`config.mk`:
```
export PLATFORM = sky130hd
export DESIGN_NAME = elgamal_signature_verify
export DESIGN_NICKNAME = d
export VERILOG_FILES = /design/src/rtl/esv_pkg.sv /design/src/rtl/esv_modmul.sv /design/src/rtl/elgamal_signature_verify.sv
export SDC_FILE = /design/constraint.sdc
export NUM_CORES = 1
export LEC_CHECK = 0
export BUFFER_PORTS_ARGS = -buffer_cell sky130_fd_sc_hd__buf_2
export CAP_MARGIN = 20
export CORE_ASPECT_RATIO = 2
export CORE_UTILIZATION = 35
export DETAILED_ROUTE_END_ITERATION = 8
export GPL_TIMING_DRIVEN = 1
export PLACE_DENSITY_LB_ADDON = 0.3
export SLEW_MARGIN = 20
export SYNTH_ARGS = -nofsm -noshare
export SYNTH_HDL_FRONTEND = slang
export SYNTH_SLANG_ARGS = --single-unit
export TNS_END_PERCENT = 100
```
`constraint.sdc`:
```
create_clock -name clk -period 27.6 [get_ports clk]
set_clock_uncertainty 0.2 [all_clocks]
set_input_delay 8.28 -clock clk [delete_from_list [all_inputs] [get_ports clk]]
set_output_delay 8.28 -clock clk [all_outputs]
set_load 0.02 [all_outputs]
```
`src/rtl/esv_pkg.sv`:
```
package esv_pkg;
  localparam int unsigned FIELD_BITS = 32;
  localparam int unsigned WORD_BITS_DEF = 32;
  localparam int unsigned CFG_IDX_BITS = 2;
  localparam logic [CFG_IDX_BITS-1:0] REG_MODULUS = 2'd0;
  localparam logic [CFG_IDX_BITS-1:0] REG_GENERATOR = 2'd1;
  localparam logic [CFG_IDX_BITS-1:0] REG_PUBKEY = 2'd2;
  localparam logic [FIELD_BITS-1:0] MODULUS_RST = 32'd3;
  localparam logic [FIELD_BITS-1:0] GENERATOR_RST = 32'd2;
  localparam logic [FIELD_BITS-1:0] PUBKEY_RST = 32'd1;
endpackage

```
`src/rtl/esv_modmul.sv`:
```
module esv_modmul #(
  parameter int unsigned WORD_BITS = esv_pkg::WORD_BITS_DEF
) (
  input  logic                 clk,
  input  logic                 rst_n,
  input  logic                 start,
  input  logic [WORD_BITS-1:0] a,
  input  logic [WORD_BITS-1:0] b,
  input  logic [WORD_BITS-1:0] q,
  output logic                 done,
  output logic [WORD_BITS-1:0] prod
);
  import esv_pkg::*;

  localparam int unsigned CNT_BITS = $clog2(WORD_BITS + 1);

  logic [WORD_BITS-1:0] acc_r, acc_nxt, b_r, b_nxt, a_r, a_nxt;
  logic [CNT_BITS-1:0]  cnt_r, cnt_nxt;
  logic                 busy_r, busy_nxt, done_r, done_nxt;
  logic [WORD_BITS:0]   dbl, dbl_red, sum, sum_red;
  logic [WORD_BITS-1:0] dbl_v;

  // One multiplier bit a cycle, MSB first: acc = 2*acc (+a), each step reduced.
  always_comb begin
    dbl     = {acc_r, 1'b0};
    dbl_red = (dbl >= {1'b0, q}) ? dbl - {1'b0, q} : dbl;
    dbl_v   = dbl_red[WORD_BITS-1:0];
    sum     = {1'b0, dbl_v} + {1'b0, a_r};
    sum_red = (sum >= {1'b0, q}) ? sum - {1'b0, q} : sum;
    acc_nxt  = acc_r;
    a_nxt    = a_r;
    b_nxt    = b_r;
    cnt_nxt  = cnt_r;
    busy_nxt = busy_r;
    done_nxt = 1'b0;
    if (start) begin
      acc_nxt  = '0;
      a_nxt    = a;
      b_nxt    = b;
      cnt_nxt  = CNT_BITS'(WORD_BITS);
      busy_nxt = 1'b1;
    end else if (busy_r) begin
      acc_nxt = b_r[WORD_BITS-1] ? sum_red[WORD_BITS-1:0] : dbl_v;
      b_nxt   = {b_r[WORD_BITS-2:0], 1'b0};
      cnt_nxt = cnt_r - 1'b1;
      if (cnt_r == CNT_BITS'(1)) begin
        busy_nxt = 1'b0;
        done_nxt = 1'b1;
      end
    end
  end

  always_ff @(posedge clk) begin
    if (!rst_n) begin
      busy_r <= 1'b0;
      done_r <= 1'b0;
      cnt_r  <= '0;
    end else begin
      busy_r <= busy_nxt;
      done_r <= done_nxt;
      cnt_r  <= cnt_nxt;
    end
    acc_r <= acc_nxt;
    a_r   <= a_nxt;
    b_r   <= b_nxt;
  end

  assign done = done_r;
  assign prod = acc_r;

  a_done_after_busy: assert property (@(posedge clk) disable iff (!rst_n)
    done_r |-> $past(busy_r)) else $error("multiply done without work");
  a_acc_reduced: assert property (@(posedge clk) disable iff (!rst_n)
    (done_r && q != '0) |-> (acc_r < q)) else $error("product not reduced");
  a_no_overlap: assert property (@(posedge clk) disable iff (!rst_n)
    done_r |-> !busy_r) else $error("multiplier busy at done");
endmodule

```
`src/rtl/elgamal_signature_verify.sv`:
```
// ElGamal signature check: per transaction, v1 = generator^hash mod q and
// v2 = public_key^s1 * s1^s2 mod q are computed and compared. All work runs
// through one bit-serial modular multiplier, and the sequencer waits on each
// multiply. Each of the three exponentiations reduces its base and then takes
// up to 2*WORD_BITS multiplies, and a final product joins the halves of v2.
// One transaction at a time; a finished result waits in the output register
// while the next is taken.
// A modulus below two gives both values 0 and accepted 1.
module elgamal_signature_verify #(
  parameter int unsigned WORD_BITS = esv_pkg::WORD_BITS_DEF
) (
  input  logic                                  clk,
  input  logic                                  rst_n,
  input  logic                                  cfg_we,
  input  logic [esv_pkg::CFG_IDX_BITS-1:0]      cfg_index,
  input  logic [esv_pkg::FIELD_BITS-1:0]        cfg_data,
  input  logic                                  in_valid,
  output logic                                  in_stall,
  input  logic [esv_pkg::FIELD_BITS-1:0]        in_message_hash,
  input  logic [esv_pkg::FIELD_BITS-1:0]        in_sig_first,
  input  logic [esv_pkg::FIELD_BITS-1:0]        in_sig_second,
  output logic                                  out_valid,
  input  logic                                  out_stall,
  output logic                                  out_accepted,
  output logic [esv_pkg::FIELD_BITS-1:0]        out_left_value,
  output logic [esv_pkg::FIELD_BITS-1:0]        out_right_value
);
  import esv_pkg::*;

  localparam int unsigned FB = FIELD_BITS;
  localparam int unsigned W = WORD_BITS;
  localparam int unsigned EB = $clog2(W + 1);

  localparam logic [3:0] S_IDLE = 4'd0;
  localparam logic [3:0] S_RED  = 4'd1;  // base reduce: 1*base mod q
  localparam logic [3:0] S_SQ   = 4'd2;
  localparam logic [3:0] S_MUL  = 4'd3;
  localparam logic [3:0] S_FIN  = 4'd4;  // v2 = p1*p2
  localparam logic [3:0] S_WAIT = 4'd5;
  localparam logic [3:0] S_DONE = 4'd6;

  logic [FB-1:0] q_cfg_r, g_cfg_r, y_cfg_r;
  logic [3:0]    st_r, st_nxt, ret_r, ret_nxt;
  logic [1:0]    job_r, job_nxt;   // 0: g^h, 1: y^s1, 2: s1^s2
  logic [W-1:0]  q_r, g_r, y_r, s1_r, s2_r, h_r, exp_r, exp_nxt;
  logic [W-1:0]  base_r, base_nxt, acc_r, acc_nxt, v1_r, v1_nxt, p1_r, p1_nxt;
  logic [EB-1:0] bit_r, bit_nxt;
  logic          trivial_r;
  logic          mstart;
  logic [W-1:0]  ma, mb;
  logic          mdone;
  logic [W-1:0]  mprod;
  logic          ov_r, ov_nxt, oacc_r;
  logic [FB-1:0] ol_r, or_r;
  logic          in_take;
  logic [W-1:0]  one_w;
  logic [W-1:0]  q_in;

  assign one_w   = W'(1);
  assign q_in    = W'(q_cfg_r);
  assign in_stall = (st_r != S_IDLE);
  assign in_take  = in_valid && !in_stall;

  always_ff @(posedge clk) begin
    if (!rst_n) begin
      q_cfg_r <= MODULUS_RST;
      g_cfg_r <= GENERATOR_RST;
      y_cfg_r <= PUBKEY_RST;
    end else if (cfg_we) begin
      unique case (cfg_index)
        REG_MODULUS:   q_cfg_r <= cfg_data;
        REG_GENERATOR: g_cfg_r <= cfg_data;
        REG_PUBKEY:    y_cfg_r <= cfg_data;
        default: ;
      endcase
    end
  end

  esv_modmul #(.WORD_BITS(W)) u_mul (
    .clk(clk), .rst_n(rst_n), .start(mstart), .a(ma), .b(mb), .q(q_r),
    .done(mdone), .prod(mprod)
  );

  always_comb begin
    st_nxt   = st_r;
    ret_nxt  = ret_r;
    job_nxt  = job_r;
    exp_nxt  = exp_r;
    base_nxt = base_r;
    acc_nxt  = acc_r;
    v1_nxt   = v1_r;
    p1_nxt   = p1_r;
    bit_nxt  = bit_r;
    ov_nxt   = ov_r && out_stall;
    mstart   = 1'b0;
    ma       = acc_r;
    mb       = acc_r;
    unique case (st_r)
      S_IDLE: begin
        if (in_take) begin
          st_nxt  = S_RED;
          job_nxt = 2'd0;
        end
      end
      S_RED: begin
        // Reduce base: shift the whole base in as the serial operand times 1.
        mstart  = 1'b1;
        ma      = one_w;
        mb      = (job_r == 2'd0) ? g_r : (job_r == 2'd1) ? y_r : s1_r;
        exp_nxt = (job_r == 2'd0) ? h_r : (job_r == 2'd1) ? s1_r : s2_r;
        acc_nxt = one_w;
        bit_nxt = EB'(W);
        ret_nxt = S_SQ;
        st_nxt  = S_WAIT;
      end
      S_SQ: begin
        if (bit_r == '0) begin
          if (job_r == 2'd0) begin
            v1_nxt  = acc_r;
            job_nxt = 2'd1;
            st_nxt  = S_RED;
          end else if (job_r == 2'd1) begin
            p1_nxt  = acc_r;
            job_nxt = 2'd2;
            st_nxt  = S_RED;
          end else begin
            st_nxt = S_FIN;
          end
        end else begin
          mstart  = 1'b1;
          ma      = acc_r;
          mb      = acc_r;
          ret_nxt = S_MUL;
          st_nxt  = S_WAIT;
        end
      end
      S_MUL: begin
        bit_nxt = bit_r - 1'b1;
        exp_nxt = {exp_r[W-2:0], 1'b0};
        if (exp_r[W-1]) begin
          mstart  = 1'b1;
          ma      = base_r;
          mb      = acc_r;
          ret_nxt = S_SQ;
          st_nxt  = S_WAIT;
        end else begin
          st_nxt = S_SQ;
        end
      end
      S_FIN: begin
        mstart  = 1'b1;
        ma      = p1_r;
        mb      = acc_r;
        ret_nxt = S_DONE;
        st_nxt  = S_WAIT;
      end
      S_WAIT: begin
        if (mdone) begin
          st_nxt  = ret_r;
          acc_nxt = mprod;
        end
      end
      S_DONE: begin
        if (!ov_r || !out_stall) begin
          ov_nxt = 1'b1;
          st_nxt = S_IDLE;
        end
      end
      default: st_nxt = S_IDLE;
    endcase
  end

  // Base capture: the multiply started in S_RED returns the reduced base.
  logic red_pend_r;
  always_ff @(posedge clk) begin
    if (!rst_n) begin
      st_r       <= S_IDLE;
      ov_r       <= 1'b0;
      red_pend_r <= 1'b0;
    end else begin
      st_r <= st_nxt;
      ov_r <= ov_nxt;
      if (st_r == S_RED) red_pend_r <= 1'b1;
      else if (st_r == S_WAIT && mdone) red_pend_r <= 1'b0;
    end
    ret_r <= ret_nxt;
    job_r <= job_nxt;
    exp_r <= exp_nxt;
    bit_r <= bit_nxt;
    v1_r  <= v1_nxt;
    p1_r  <= p1_nxt;
    if (st_r == S_WAIT && mdone && red_pend_r) begin
      base_r <= mprod;
      acc_r  <= (q_r == one_w) ? '0 : one_w;
    end else begin
      base_r <= base_nxt;
      acc_r  <= acc_nxt;
    end
    if (in_take) begin
      q_r       <= q_in;
      g_r       <= W'(g_cfg_r);
      y_r       <= W'(y_cfg_r);
      h_r       <= W'(in_message_hash);
      s1_r      <= W'(in_sig_first);
      s2_r      <= W'(in_sig_second);
      trivial_r <= (q_in < W'(2));
    end
    if (st_r == S_DONE && (!ov_r || !out_stall)) begin
      ol_r   <= trivial_r ? '0 : FB'(v1_r);
      or_r   <= trivial_r ? '0 : FB'(acc_r);
      oacc_r <= trivial_r ? 1'b1 : (v1_r == acc_r);
    end
  end

  assign out_valid       = ov_r;
  assign out_accepted    = oacc_r;
  assign out_left_value  = ol_r;
  assign out_right_value = or_r;

  a_busy_stalls: assert property (@(posedge clk) disable iff (!rst_n)
    (st_r != S_IDLE) |-> in_stall) else $error("input taken while busy");
  a_start_only_idle_mul: assert property (@(posedge clk) disable iff (!rst_n)
    mstart |-> (st_r != S_WAIT && st_r != S_IDLE)) else $error("bad multiply start");
  a_done_in_wait: assert property (@(posedge clk) disable iff (!rst_n)
    mdone |-> (st_r == S_WAIT)) else $error("multiply result unused");
  a_out_load: assert property (@(posedge clk) disable iff (!rst_n)
    ($rose(ov_r)) |-> $past(st_r == S_DONE)) else $error("result from nowhere");
endmodule
```
==> results.sh <==
export IMPL_regToRegEndpoint="u_mul.prod[6]"
export IMPL_initial_utilization_pct=35.46
export IMPL_cts_resized=0
export IMPL_worstHoldPathType="register to register"
export IMPL_worstSkewPairLatency_ns=0.66
export IMPL_setup_tns_ns=0
export IMPL_worstPathArrival_ns=1.90
export IMPL_grt_max_degree=105
export IMPL_synth_seq_cells=633
export IMPL_dpl_hpwl_microns=72510
export IMPL_max_cap_violations=0
export IMPL_status="complete, no violations"
export IMPL_numCtsBuffers=57
export IMPL_required_ns=19.12
export IMPL_endpoint_kind="primary output"
export IMPL_cts_buffer_depth=3
export IMPL_antenna_found_initial=1
export IMPL_finalSetupViolCount=0
export IMPL_fmax_mhz=96.37
export IMPL_hold_end="g_r[30]"
export IMPL_io_pins=202
export IMPL_synthesis_nets=2929
export IMPL_cts_tree="yes"
export IMPL_ant_nets=0
export IMPL_synth_edf_count=492
export IMPL_yosysTopAreaCell="edfxtp_1"
export IMPL_hp_start="g_cfg_r[30]"
export IMPL_maxSlewHeadroom_pct=24.48
export IMPL_synth_avg_cell_area_sq_um=11.20
export IMPL_nNetsFinal=3093
export IMPL_synth_seq_area_share_pct=58.36
export IMPL_clock_sinks=633
export IMPL_clk_pin_slew_ns=0.07
export IMPL_globalplace_congestion=0.9799
export IMPL_first_pass_iters=6
export IMPL_worst_pin_slew_ns=1.101
export IMPL_min_period_over_period_pct=37.60
export IMPL_clockRootBuffer="clkbuf_16"
export IMPL_fp_coreArea_sq_mm=0.08502
export IMPL_yosysWarnings=0
export IMPL_async_reset_ff_share_pct=0
export IMPL_period_minus_slack_ns=10.38
export IMPL_grt_pass1_wl_microns=143400
export IMPL_synth_area_leaders="edfxtp_1, dfxtp_1, ha_1"
export IMPL_dieArea_sq_mm=0.08739
export IMPL_diodes=0
export IMPL_synthFlopType="edfxtp_1"
export IMPL_crit_fanout=14
export IMPL_first_iter_violations=1644
export IMPL_syn_to_final_growth_pct=13.47
export IMPL_track_usage_pct=22.68
export IMPL_drc_errors=0
export IMPL_io_buffers=201
export IMPL_criticalPathCategory="register to primary output"
export IMPL_num_vias=21640
export IMPL_cts_hold_buf=0
export IMPL_rows=151
export IMPL_holdPathStages=0
export IMPL_startpoint_type="register"
export IMPL_postCtsSetupBuffers=0
export IMPL_grt_pass1_vias=22100
export IMPL_hold_viol=0
export IMPL_reg2reg_setup_slack_ns=17.37
export IMPL_ff2ff_path_depth=34
export IMPL_syn_area_sq_mm=0.03015
export IMPL_r2r_start="q_r[1]"
export IMPL_final_cell_mix="edfxtp_1, nand2_1, a21oi_1, nor2_1, buf_2"
export IMPL_globalRouteOverflowTotal=0
export IMPL_htree_levels=2
export IMPL_pre_cts_ws_ns=16.82
export IMPL_wirelength_microns=99240
export IMPL_slew_violations=0
export IMPL_final_common_cell="edfxtp_1"
export IMPL_synth_cells=2692
export IMPL_synth_cell_type_count=83
export IMPL_finalWorstSetupSlack_ns=17.22
export IMPL_die_h_microns=417.1
export IMPL_drive_above_1_share_pct=12.60
export IMPL_fp_dieW_microns=209.5
export IMPL_viasPerCell=5.441
export IMPL_rsz0062_at_grt="false"
export IMPL_synth_top_area_share_pct=49.00
export IMPL_wl_per_cell_microns=24.96
per-stage QoR:
stage          cell area [sq um]  hold WS [ns]  utilization (%)  std cells
2_1_floorplan              30150        0.2081                -       2692
3_3_place_gp               32300        0.2116            37.99       3868
3_5_place_dp               32300        0.2141            37.99       3868
4_1_cts                    34210        0.1992            40.24       3976
5_1_grt                    34210        0.2285            40.24       3976
6_report                   34210        0.2081            40.24       3976
worst max-delay path: stages (launching register included):
cell	delay, ns
dfxtp_1	0.47
or3_1	0.55
buf_2	0.21
logic make-up (layout without fill, tap and decap cells):
family | after synthesis | count (layout) | synth area share, %
muxes | 99 | 99 | 3.353
buffers and inverters | 245 | 458 | 3.162
DFF | 633 | 633 | 58.36
xor gates and xnor gates | 121 | 121 | 3.515
AOI/OAI and AO/OA | 695 | 695 | 15.29
and+or+nand+nor | 797 | 797 | 12.01
adders and majority gates | 102 | 102 | 4.307
layer usage:
metal  global-route usage [%]  wire length [microns]
met1                    22.84                  33860
met2                    41.34                  51720
met3                    2.776                   4250
met4                    19.11                   9394
met5                        0                     13
worst max path at each step:
stage	from	endpoint	slack, ns	cells after the start
after floorplan	in_valid	g_r[0]	10.35	2
after global placement	in_valid	s1_r[19]	16.86	5
after detailed placement	in_valid	s1_r[19]	16.82	5
after CTS	st_r[2]	in_stall	17.21	2
after global routing	q_r[1]	u_mul.prod[9]	16.87	34
final	st_r[2]	in_stall	17.22	2
cell usage after synthesis, types with 42 or more instances:
cell      count
edfxtp_1    492
xor2_1       42
a21oi_1     225
nand2_1     303
clkbuf_1    107
mux2i_1      83
a21o_1       50
nor2b_1      74
nor2_1      223
o21ai_0     107
xnor2_1      79
inv_1       110
dfxtp_1     141
ha_1         99
a21boi_0     97
area by class of cell:
type	count	area (sq um)
flip-flops and latches	633	17600
multi-input cells	1814	11660
fillers	8327	50810
clock buffers	74	1551
repair buffers	236	1269
well taps	1071	1340
inverters	114	429.2
clock inverters	34	362.8
Power is left out: the tool's default activity adds up to more than one toggle a clock period on the data nets, which glitch-free logic cannot reach.
